### src/mcr_pkg.sv
`timescale 1ns / 1ps
`default_nettype none

package mcr_pkg;

    localparam int COORD_BITS = 10;
    localparam int PIX_BITS   = COORD_BITS + 2;
    localparam int DEC_BITS   = COORD_BITS + 3;
    localparam int OCTANTS    = 8;
    localparam int OCT_BITS   = $clog2(OCTANTS);
    localparam int QUEUE_DEPTH = 2;
    localparam int QPTR_BITS   = $clog2(QUEUE_DEPTH);

    localparam logic CMD_BEGIN = 1'b0;
    localparam logic CMD_STEP  = 1'b1;

    localparam logic [OCT_BITS-1:0] OCT_LAST = OCT_BITS'(OCTANTS - 1);

    typedef struct packed {
        logic                  cmd;
        logic [COORD_BITS-1:0] center_x;
        logic [COORD_BITS-1:0] center_y;
        logic [COORD_BITS-1:0] radius;
    } cmd_t;

    typedef struct packed {
        logic signed [PIX_BITS-1:0] pixel_x;
        logic signed [PIX_BITS-1:0] pixel_y;
        logic                       last_of_step;
        logic                       circle_done;
    } pix_t;

    typedef struct packed {
        logic                  done;
        logic [COORD_BITS-1:0] cx;
        logic [COORD_BITS-1:0] cy;
        logic [COORD_BITS-1:0] x;
        logic [COORD_BITS-1:0] y;
    } job_t;

endpackage

`default_nettype wire

### src/midpoint_circle_rasterizer_top.sv
// Midpoint circle rasterizer. A begin transaction (cmd 0) loads center and radius and
// returns the eight symmetric pixels of the first point; each step transaction (cmd 1)
// returns the next eight pixels, or a single done result once the octant is finished.
// Pixels leave one per cycle while pix_ready is high, the pixel generator stepping through
// the eight octants for a begin or step and giving one result for a done. The front
// updates the circle state in the cycle it accepts a transaction and hands the work to
// the pixel generator through a two-entry queue, so new commands are taken while earlier
// pixels are still draining. The first result passes through the queue slot, the job
// register and the output register.
`timescale 1ns / 1ps
`default_nettype none

module midpoint_circle_rasterizer_top (
    input  wire logic          clk,
    input  wire logic          rst_n,
    input  wire logic          cmd_valid,
    output logic               cmd_ready,
    input  wire mcr_pkg::cmd_t cmd_data,
    output logic               pix_valid,
    input  wire logic          pix_ready,
    output mcr_pkg::pix_t      pix_data
);
    import mcr_pkg::*;

    logic q_push_valid, q_push_ready;
    logic q_pop_valid, q_pop_ready;
    job_t q_push_data, q_pop_data;

    mcr_front u_front (
        .clk       (clk),
        .rst_n     (rst_n),
        .cmd_valid (cmd_valid),
        .cmd_ready (cmd_ready),
        .cmd_data  (cmd_data),
        .job_valid (q_push_valid),
        .job_ready (q_push_ready),
        .job_data  (q_push_data)
    );

    mcr_queue u_queue (
        .clk        (clk),
        .rst_n      (rst_n),
        .push_valid (q_push_valid),
        .push_ready (q_push_ready),
        .push_data  (q_push_data),
        .pop_valid  (q_pop_valid),
        .pop_ready  (q_pop_ready),
        .pop_data   (q_pop_data)
    );

    mcr_back u_back (
        .clk       (clk),
        .rst_n     (rst_n),
        .job_valid (q_pop_valid),
        .job_ready (q_pop_ready),
        .job_data  (q_pop_data),
        .pix_valid (pix_valid),
        .pix_ready (pix_ready),
        .pix_data  (pix_data)
    );

endmodule

`default_nettype wire

### src/mcr_front.sv
`timescale 1ns / 1ps
`default_nettype none

module mcr_front (
    input  wire logic          clk,
    input  wire logic          rst_n,
    input  wire logic          cmd_valid,
    output logic               cmd_ready,
    input  wire mcr_pkg::cmd_t cmd_data,
    output logic               job_valid,
    input  wire logic          job_ready,
    output mcr_pkg::job_t      job_data
);
    import mcr_pkg::*;

    logic [COORD_BITS-1:0] origin_x_reg, origin_x_next;
    logic [COORD_BITS-1:0] origin_y_reg, origin_y_next;
    logic [COORD_BITS-1:0] offset_x_reg, offset_x_next;
    logic [COORD_BITS-1:0] offset_y_reg, offset_y_next;
    logic [DEC_BITS-1:0]   decision_reg, decision_next;
    logic                  drawing_reg, drawing_next;

    logic                  accept;
    logic                  is_begin;
    logic                  emit;
    logic [COORD_BITS-1:0] cx_cur, cy_cur, x_cur, y_cur;
    logic [DEC_BITS-1:0]   dec_cur;
    logic [COORD_BITS-1:0] x_inc, y_dec;
    logic [DEC_BITS-1:0]   dec_adv;

    assign cmd_ready = job_ready;
    assign job_valid = cmd_valid;
    assign accept    = cmd_valid && job_ready;
    assign is_begin  = (cmd_data.cmd == CMD_BEGIN);

    always_comb
    begin
        if (is_begin)
        begin
            cx_cur  = cmd_data.center_x;
            cy_cur  = cmd_data.center_y;
            x_cur   = '0;
            y_cur   = cmd_data.radius;
            dec_cur = DEC_BITS'(1) - {3'b000, cmd_data.radius};
        end
        else
        begin
            cx_cur  = origin_x_reg;
            cy_cur  = origin_y_reg;
            x_cur   = offset_x_reg;
            y_cur   = offset_y_reg;
            dec_cur = decision_reg;
        end
    end

    assign emit  = is_begin || (drawing_reg && (offset_x_reg <= offset_y_reg));
    assign x_inc = x_cur + COORD_BITS'(1);
    assign y_dec = (y_cur != '0) ? (y_cur - COORD_BITS'(1)) : y_cur;

    always_comb
    begin
        if (dec_cur[DEC_BITS-1])
            dec_adv = dec_cur + {2'b00, x_inc, 1'b1};
        else
            dec_adv = dec_cur + {2'b00, x_inc, 1'b1} - {2'b00, y_dec, 1'b0};
    end

    always_comb
    begin
        job_data.done = !emit;
        job_data.cx   = cx_cur;
        job_data.cy   = cy_cur;
        job_data.x    = x_cur;
        job_data.y    = y_cur;
    end

    always_comb
    begin
        origin_x_next = origin_x_reg;
        origin_y_next = origin_y_reg;
        offset_x_next = offset_x_reg;
        offset_y_next = offset_y_reg;
        decision_next = decision_reg;
        drawing_next  = drawing_reg;
        if (accept)
        begin
            if (emit)
            begin
                origin_x_next = cx_cur;
                origin_y_next = cy_cur;
                offset_x_next = x_inc;
                offset_y_next = dec_cur[DEC_BITS-1] ? y_cur : y_dec;
                decision_next = dec_adv;
                drawing_next  = 1'b1;
            end
            else
            begin
                drawing_next = 1'b0;
            end
        end
    end

    always_ff @(posedge clk or negedge rst_n)
    begin
        if (!rst_n)
        begin
            origin_x_reg <= '0;
            origin_y_reg <= '0;
            offset_x_reg <= '0;
            offset_y_reg <= '0;
            decision_reg <= '0;
            drawing_reg  <= 1'b0;
        end
        else
        begin
            origin_x_reg <= origin_x_next;
            origin_y_reg <= origin_y_next;
            offset_x_reg <= offset_x_next;
            offset_y_reg <= offset_y_next;
            decision_reg <= decision_next;
            drawing_reg  <= drawing_next;
        end
    end

endmodule

`default_nettype wire

### src/mcr_queue.sv
`timescale 1ns / 1ps
`default_nettype none

module mcr_queue (
    input  wire logic          clk,
    input  wire logic          rst_n,
    input  wire logic          push_valid,
    output logic               push_ready,
    input  wire mcr_pkg::job_t push_data,
    output logic               pop_valid,
    input  wire logic          pop_ready,
    output mcr_pkg::job_t      pop_data
);
    import mcr_pkg::*;

    job_t                 slot_reg [QUEUE_DEPTH];
    logic [QPTR_BITS-1:0] wr_ptr_reg, wr_ptr_next;
    logic [QPTR_BITS-1:0] rd_ptr_reg, rd_ptr_next;
    logic [QPTR_BITS:0]   count_reg, count_next;
    logic                 do_push, do_pop;

    assign push_ready = (count_reg != (QPTR_BITS + 1)'(QUEUE_DEPTH));
    assign pop_valid  = (count_reg != '0);
    assign pop_data   = slot_reg[rd_ptr_reg];
    assign do_push    = push_valid && push_ready;
    assign do_pop     = pop_valid && pop_ready;

    always_comb
    begin
        wr_ptr_next = wr_ptr_reg;
        rd_ptr_next = rd_ptr_reg;
        count_next  = count_reg;
        if (do_push)
            wr_ptr_next = (wr_ptr_reg == QPTR_BITS'(QUEUE_DEPTH - 1)) ? '0
                        : wr_ptr_reg + QPTR_BITS'(1);
        if (do_pop)
            rd_ptr_next = (rd_ptr_reg == QPTR_BITS'(QUEUE_DEPTH - 1)) ? '0
                        : rd_ptr_reg + QPTR_BITS'(1);
        if (do_push && !do_pop)
            count_next = count_reg + (QPTR_BITS + 1)'(1);
        else if (do_pop && !do_push)
            count_next = count_reg - (QPTR_BITS + 1)'(1);
    end

    always_ff @(posedge clk)
    begin
        if (do_push)
            slot_reg[wr_ptr_reg] <= push_data;
    end

    always_ff @(posedge clk or negedge rst_n)
    begin
        if (!rst_n)
        begin
            wr_ptr_reg <= '0;
            rd_ptr_reg <= '0;
            count_reg  <= '0;
        end
        else
        begin
            wr_ptr_reg <= wr_ptr_next;
            rd_ptr_reg <= rd_ptr_next;
            count_reg  <= count_next;
        end
    end

endmodule

`default_nettype wire

### src/mcr_back.sv
`timescale 1ns / 1ps
`default_nettype none

module mcr_back (
    input  wire logic          clk,
    input  wire logic          rst_n,
    input  wire logic          job_valid,
    output logic               job_ready,
    input  wire mcr_pkg::job_t job_data,
    output logic               pix_valid,
    input  wire logic          pix_ready,
    output mcr_pkg::pix_t      pix_data
);
    import mcr_pkg::*;

    logic                busy_reg, busy_next;
    job_t                job_reg, job_next;
    logic [OCT_BITS-1:0] idx_reg, idx_next;
    logic                out_valid_reg, out_valid_next;
    pix_t                out_reg, out_next;

    logic                can_load;
    logic                finishing;
    logic                take;
    logic [COORD_BITS-1:0] opnd_x, opnd_y;
    logic [PIX_BITS-1:0] cx_ext, cy_ext, ax_ext, ay_ext;
    pix_t                pix_cur;

    assign can_load  = !out_valid_reg || pix_ready;
    assign finishing = busy_reg && can_load && (job_reg.done || (idx_reg == OCT_LAST));
    assign take      = job_valid && (!busy_reg || finishing);
    assign job_ready = !busy_reg || finishing;

    // octant order: idx[2] swaps x/y, idx[1] negates column, idx[0] negates row
    assign opnd_x = idx_reg[2] ? job_reg.y : job_reg.x;
    assign opnd_y = idx_reg[2] ? job_reg.x : job_reg.y;
    assign cx_ext = {2'b00, job_reg.cx};
    assign cy_ext = {2'b00, job_reg.cy};
    assign ax_ext = {2'b00, opnd_x};
    assign ay_ext = {2'b00, opnd_y};

    always_comb
    begin
        if (job_reg.done)
        begin
            pix_cur.pixel_x      = '0;
            pix_cur.pixel_y      = '0;
            pix_cur.last_of_step = 1'b1;
            pix_cur.circle_done  = 1'b1;
        end
        else
        begin
            pix_cur.pixel_x      = idx_reg[1] ? (cx_ext - ax_ext) : (cx_ext + ax_ext);
            pix_cur.pixel_y      = idx_reg[0] ? (cy_ext - ay_ext) : (cy_ext + ay_ext);
            pix_cur.last_of_step = (idx_reg == OCT_LAST);
            pix_cur.circle_done  = 1'b0;
        end
    end

    always_comb
    begin
        busy_next      = busy_reg;
        job_next       = job_reg;
        idx_next       = idx_reg;
        out_valid_next = out_valid_reg;
        out_next       = out_reg;
        if (pix_ready)
            out_valid_next = 1'b0;
        if (busy_reg && can_load)
        begin
            out_valid_next = 1'b1;
            out_next       = pix_cur;
            idx_next       = idx_reg + OCT_BITS'(1);
            if (finishing)
                busy_next = 1'b0;
        end
        if (take)
        begin
            busy_next = 1'b1;
            job_next  = job_data;
            idx_next  = '0;
        end
    end

    always_ff @(posedge clk)
    begin
        job_reg <= job_next;
        out_reg <= out_next;
    end

    always_ff @(posedge clk or negedge rst_n)
    begin
        if (!rst_n)
        begin
            busy_reg      <= 1'b0;
            idx_reg       <= '0;
            out_valid_reg <= 1'b0;
        end
        else
        begin
            busy_reg      <= busy_next;
            idx_reg       <= idx_next;
            out_valid_reg <= out_valid_next;
        end
    end

    assign pix_valid = out_valid_reg;
    assign pix_data  = out_reg;

endmodule

`default_nettype wire

### config.mk
export PLATFORM = sky130hd
export DESIGN_NAME = midpoint_circle_rasterizer_top
export DESIGN_NICKNAME = d
export VERILOG_FILES = /design/src/mcr_pkg.sv /design/src/midpoint_circle_rasterizer_top.sv /design/src/mcr_front.sv /design/src/mcr_queue.sv /design/src/mcr_back.sv
export SDC_FILE = /design/constraint.sdc
export NUM_CORES = 1
export LEC_CHECK = 0
export BUFFER_PORTS_ARGS = -buffer_cell sky130_fd_sc_hd__buf_2
export CELL_PAD_IN_SITES_DETAIL_PLACEMENT = 1
export CELL_PAD_IN_SITES_GLOBAL_PLACEMENT = 1
export CORE_MARGIN = 4
export CORE_UTILIZATION = 50
export DETAILED_ROUTE_END_ITERATION = 8
export GPL_ROUTABILITY_DRIVEN = 0
export GPL_TIMING_DRIVEN = 0
export PLACE_DENSITY = 0.89
export SYNTH_ARGS = -nofsm -noshare
export SYNTH_HDL_FRONTEND = slang
export SYNTH_SLANG_ARGS = --single-unit
### constraint.sdc
create_clock -name clk -period 5.6 [get_ports clk]
set_clock_uncertainty 0.15 [all_clocks]
set_input_delay 0.28 -clock clk [delete_from_list [all_inputs] [get_ports clk]]
set_output_delay 0.28 -clock clk [all_outputs]
set_load 0.01 [all_outputs]
# Word-level counts from Yosys, hierarchy flattened
# Memories as Yosys holds them, arrays and structs flattened. A register that Yosys moved wholly into a read port is not among the register bits.
# Cells that the tools add are included.
word_totals:
  register_bits: 89
  ram_bits: 82
  inputBits: 35
  mem_count: 1
mem_list:
  columns: ["name", "depth", "width", "rd", "rd_ports_with_merged_regs", "write_ports", "line", "source"]
  rows:
  - ["u_queue.slot_reg", 2, 41, 1, 1, 1, "mcr_queue.sv:16", "job_t slot_reg [QUEUE_DEPTH];"]
op_classes:
  n_addsub: 14
  order_cmp: 1
  n_eq_ne: 2
  n_mux: 27
  bitwise: 1
  n_reduce_logical: 24
ops:
  columns: ["operator", "n"]
  rows:
  - ["10-bit 2-to-1 mux", 8]
  - ["13-bit 2-to-1 mux", 2]
  - ["12-bit 2-to-1 mux", 2]
  - ["10-bit by 10-bit adder with 11-bit output", 2]
  - ["10-bit by 10-bit subtractor with 11-bit output", 2]
  - ["13-bit by 11-bit adder with 13-bit output", 1]
  - ["13-bit by 11-bit subtractor with 13-bit output", 1]
  - ["1-bit 2-to-1 mux", 11]
  - ["1-bit by 10-bit subtractor with 11-bit output, first input constant", 1]
  - ["10-bit by 1-bit adder with 10-bit output, second input constant", 1]
  - ["10-bit <= comparator", 1]
  - ["10-bit nonzero test", 1]
  - ["2-bit nonzero test", 5]
  - ["10-bit by 1-bit subtractor with 10-bit output, second input constant", 1]
  - ["1-bit logical AND", 7]
  - ["3-bit 2-to-1 mux", 2]
  - ["1-bit zero test", 5]
  - ["1-bit logical OR", 4]
  - ["2-bit 2-to-1 mux", 2]
  - ["2-bit AND reduction", 2]
  - ["3-bit by 1-bit adder with 3-bit output, second input constant", 1]
  - ["3-bit == test, second input constant", 1]
  - ["1-bit adder, second input constant", 2]
  - ["2-bit by 1-bit adder with 2-bit output, second input constant", 1]
  - ["other kinds (3)", 3]

# Logic depth before layout (Yosys ltp)
logic_depth:
  word_depth: 9
  depth_mapped: 24

# Modules after synthesis
# From an unflattened synthesis, not the netlist that was laid out.
hier_totals:
  hier_cells: 1079
  area_unflattened_um2: 12475.7
by_module_without_submodules:
  columns: ["mod", "instances", "cells_per_inst", "area_per_inst_um2", "seq_area_each_um2"]
  rows:
  - ["mcr_front", 1, 543, 4724.5, 1351.3]
  - ["mcr_back", 1, 390, 4395.5, 2137.0]
  - ["mcr_queue", 1, 146, 3355.7, 2562.5]

# Worst setup path before layout
# No wires, ideal clock.
synth_path:
  kind: "input-to-reg"
  from: "input port cmd_data[30] (netlist name)"
  to: "register u_front.decision_reg[12]"
  setup_time_ps: 131
  t_arrival_ps: 4738
  required_time_ps: 5319
  path_slack_ps: 580
  stages: 23
  n_path_buf: 5
  path_cell_list: "buf_2 buf_1 buf_1 clkbuf_1 clkbuf_1 and2_1 ha_1 nand3_1 nor3_1 mux2i_1 ha_1 or2_2 a21oi_1 a311oi_1 nor2_1 xnor2_2 ha_1 inv_1 o22ai_1 nor3_1 a41oi_2 xor2_1 o21ai_1"
synth_rtl:
  columns: ["element", "line", "source"]
  rows:
  - ["start: declaration", "midpoint_circle_rasterizer_top.sv:18", "input wire mcr_pkg::cmd_t cmd_data,"]
  - ["end signal: assignment", "mcr_front.sv:120", "decision_reg <= decision_next;"]
  - ["end: declaration", "mcr_front.sv:20", "logic [DEC_BITS-1:0] decision_reg, decision_next;"]

==> flow_summary.toml <==
[clock_tree]
numCtsBuffers = 23
cts_root_buffer = "clkbuf_16"
cts.sinks = 212
h-tree-depth = 1
cts_buffer_depth = 3
cts_tree = "done"
insertion_delay_ns = 0.52
clk_pin_slew_ns = 0.06
cts_setup_buffers = 0

[pwr]
power_per_cell_area_mw_per_mm2 = 605
finalPower_w = 0.00817
p_leak_nw = 5.56
vdd_ir_drop_max_uv = 320

[final_layout]
finalNetCount = 1225
nFillCells = 2391
final_common_cell = "edfxtp_1"
seqCellArea_mm2 = 0.00605
layout_common_cells = "edfxtp_1, mux2_2, inv_1, ha_1, dfrtp_1"
layout.cells.non_filler = 1438
largest_reg_flops = 82
layout-drive-gt1-share_pct = 19.3
areaGrowthSynthToFinish_pct = 15.0
multi_input_area_mm2 = 0.00528

[synth]
synth_nets = 1116
yosysTopAreaCellShare_pct = 38.1
yosysWarnings = 0
yosysSeqAreaShare_pct = 51.6
syn_inst = 999
synth.largest_area_cell = "edfxtp_1"
synth-edff-count = 149
synth_flop_cell = "edfxtp_1"
yosysUniqueCellTypes = 52
async_flop_share_pct = 29.7
ys_top_cells_by_area = "edfxtp_1, dfrtp_1, mux2_2"
syn_area_per_cell_um2 = 11.7
synth_area_mm2 = 0.0117
synth-seq-cells = 212

[job]
drv_cap = 0

[timing]
max_slew_margin_pct = 32.3
slew_violations = 0
grt_setup_unrepaired = "false"
fmax_mhz = 204
hold_viol = 0
fin_ws_ns = 0.710
setup_viol = 0
whs_ns = 0.0953
min_period_over_period_pct = 87.3
fin_crit_ns = 4.89
worst_pin_slew_ns = 1.02

[route]
wire_per_inst_um = 24.0
routed_wl_mm = 34.5
vias_per_cell = 5.88
ant_nets = 0
drcViolationCount = 0
firstDrtPassIters = 4
drt_iter0_drc = 590
vias = 8453

[grt]
grt_pass1_wl_mm = 54.2
gr-total-overflow = 0
grt_antenna_before_repair = 1
grtUsageTotal_pct = 26.8
grt_max_degree = 64
first_global_vias = 9179

[die]
die_area_mm2 = 0.0260
fp-row-count = 55
start_util_pct = 51.3
core-area_mm2 = 0.0228
fp.dieH_um = 161
die_w_um = 161
pin_count = 63

[worst_setup_path]
startpoint_type = "input port"
rr_worst_depth = 17
crit_fanout = 19
rrSetupSlack_ns = 0.87
crit_start = "cmd_data[30]"
r2r_end = "u_front.decision_reg[10]"
crit_chain = "buf_2 > buf_2 > inv_1 > nor2_1 > ha_1 > nand3_1 > nor3_1 > mux2i_1 > ha_1 > or2_2 > a21oi_1 > a311oi_1 > nor2_1 > xnor2_2 > ha_1 > nand4_1 > a21oi_1 > nor3_1 > a41oi_2 > xor2_1 > o21ai_1"
cp.arrival_ns = 5.18
critPathKind = "input port to flip-flop"
worstPathRequired_ns = 5.89
cp_common_cell = "ha_1"
endpoint = "u_front.decision_reg[12]"
endpoint_kind = "flip-flop"
cp_slowest_cell = "nor2_1"
r2r_start = "u_front.offset_y_reg[1]"
critPathMaxStageDelay_ns = 0.44

[placed_design]
dp_slack_ns = -1.23
dp.cells = 1377
io_buffers = 62
place_hpwl_mm = 22.8

[min_path]
hold_path_class = "input port to flip-flop"

[outcome]
outcome = "completed"
worst min path at each step:
| stage | depth (start not counted) | startpoint | slack [ns] | end |
|---|---|---|---|---|
| detailed placement | 1 | rst_n | 0.32 | u_front.origin_x_reg[4] |
| finish | 4 | cmd_valid | 0.1 | u_front.drawing_reg |
| global route | 3 | cmd_valid | 0.10 | u_queue.wr_ptr_reg |
| CTS | 2 | cmd_data[10] | 0.005 | u_queue.slot_reg[0][20] |
| floorplan | 0 | rst_n | -0.17 | u_back.busy_reg |
| global placement | 2 | u_front.decision_reg[7] | 0.31 | u_front.decision_reg[7] |
power breakdown:
group          internal, W  total, W  switching, W
Sequential         0.00245   0.00280      0.000343
Clock             0.000909   0.00157      0.000659
Combinational      0.00154   0.00380       0.00226
cell families after synthesis:
family	count (synthesis)	synth area share, %
xor gates and xnor gates	54	4.10
and+or+nand+nor	219	9.07
DFF	212	51.6
adders and majority gates	82	9.13
AOI/OAI and AO/OA	186	9.99
muxes	134	12.5
buffers and inverters	112	3.59
Yosys cell counts, types with 3 or more instances:
| library cell | instances |
|---|---|
| a211oi_1 | 10 |
| a21boi_0 | 3 |
| a21o_1 | 15 |
| a21oi_1 | 60 |
| a31oi_1 | 3 |
| and2_1 | 7 |
| and3_1 | 4 |
| buf_1 | 7 |
| clkbuf_1 | 26 |
| dfrtp_1 | 63 |
| edfxtp_1 | 149 |
| fa_1 | 6 |
| ha_1 | 76 |
| inv_1 | 78 |
| mux2_2 | 99 |
| mux2i_1 | 34 |
| nand2_1 | 61 |
| nand2b_1 | 9 |
| nand3_1 | 8 |
| nand4_1 | 4 |
| nor2_1 | 63 |
| nor2b_1 | 13 |
| nor3_1 | 20 |
| nor3b_1 | 4 |
| nor4_1 | 9 |
| nor4b_1 | 6 |
| o21a_1 | 10 |
| o21ai_0 | 51 |
| o21bai_1 | 13 |
| or2_2 | 4 |
| or4_1 | 4 |
| xnor2_1 | 36 |
| xor2_1 | 17 |
critical path: cells and delay by family:
kind | cells | cell delay, ns
AOI/OAI and AO/OA | 5 | 0.60
xor gates and xnor gates | 2 | 0.27
adders and majority gates | 3 | 1.02
buffers and inverters | 3 | 0.79
muxes | 1 | 0.37
and+or+nand+nor | 7 | 1.82
layer usage:
layer  up-vias  track usage [%]  routed length [um]
met4         0             9.77                1330
met2       256             48.0               17700
met3        86             3.32                1460
met1      4309             33.4               14000
li1       3802                -                   -
met5         -                0                   0
cell type report:
class,instances,share of cell area (%)
Inverter,78,2.17
Sequential cell,212,44.9
Clock inverter,14,1.13
Clock buffer,27,4.45
Multi-Input combinational cell,675,39.1
Buffer,31,0.900
Antenna cell,1,0.0185
Timing Repair Buffer,87,4.45
Tap cell,313,2.90
timing repair:
item,in CTS,in global routing
setup endpoints to repair,6,4
hold buffers,21,1
endpoints found under the hold margin,103,2
resized for setup,2,0
per-stage QoR:
stage | utilization [%] | area, um^2 | setup TNS, ns
global placement | 54.4 | 12400 | -4.75
finish | 59.0 | 13500 | 0
floorplan | - | 11700 | 0
global route | 59.0 | 13500 | 0
CTS | 59.0 | 13500 | 0
detailed placement | 54.8 | 12500 | -6.40
Note: power is estimated with default switching activity, not from simulation.
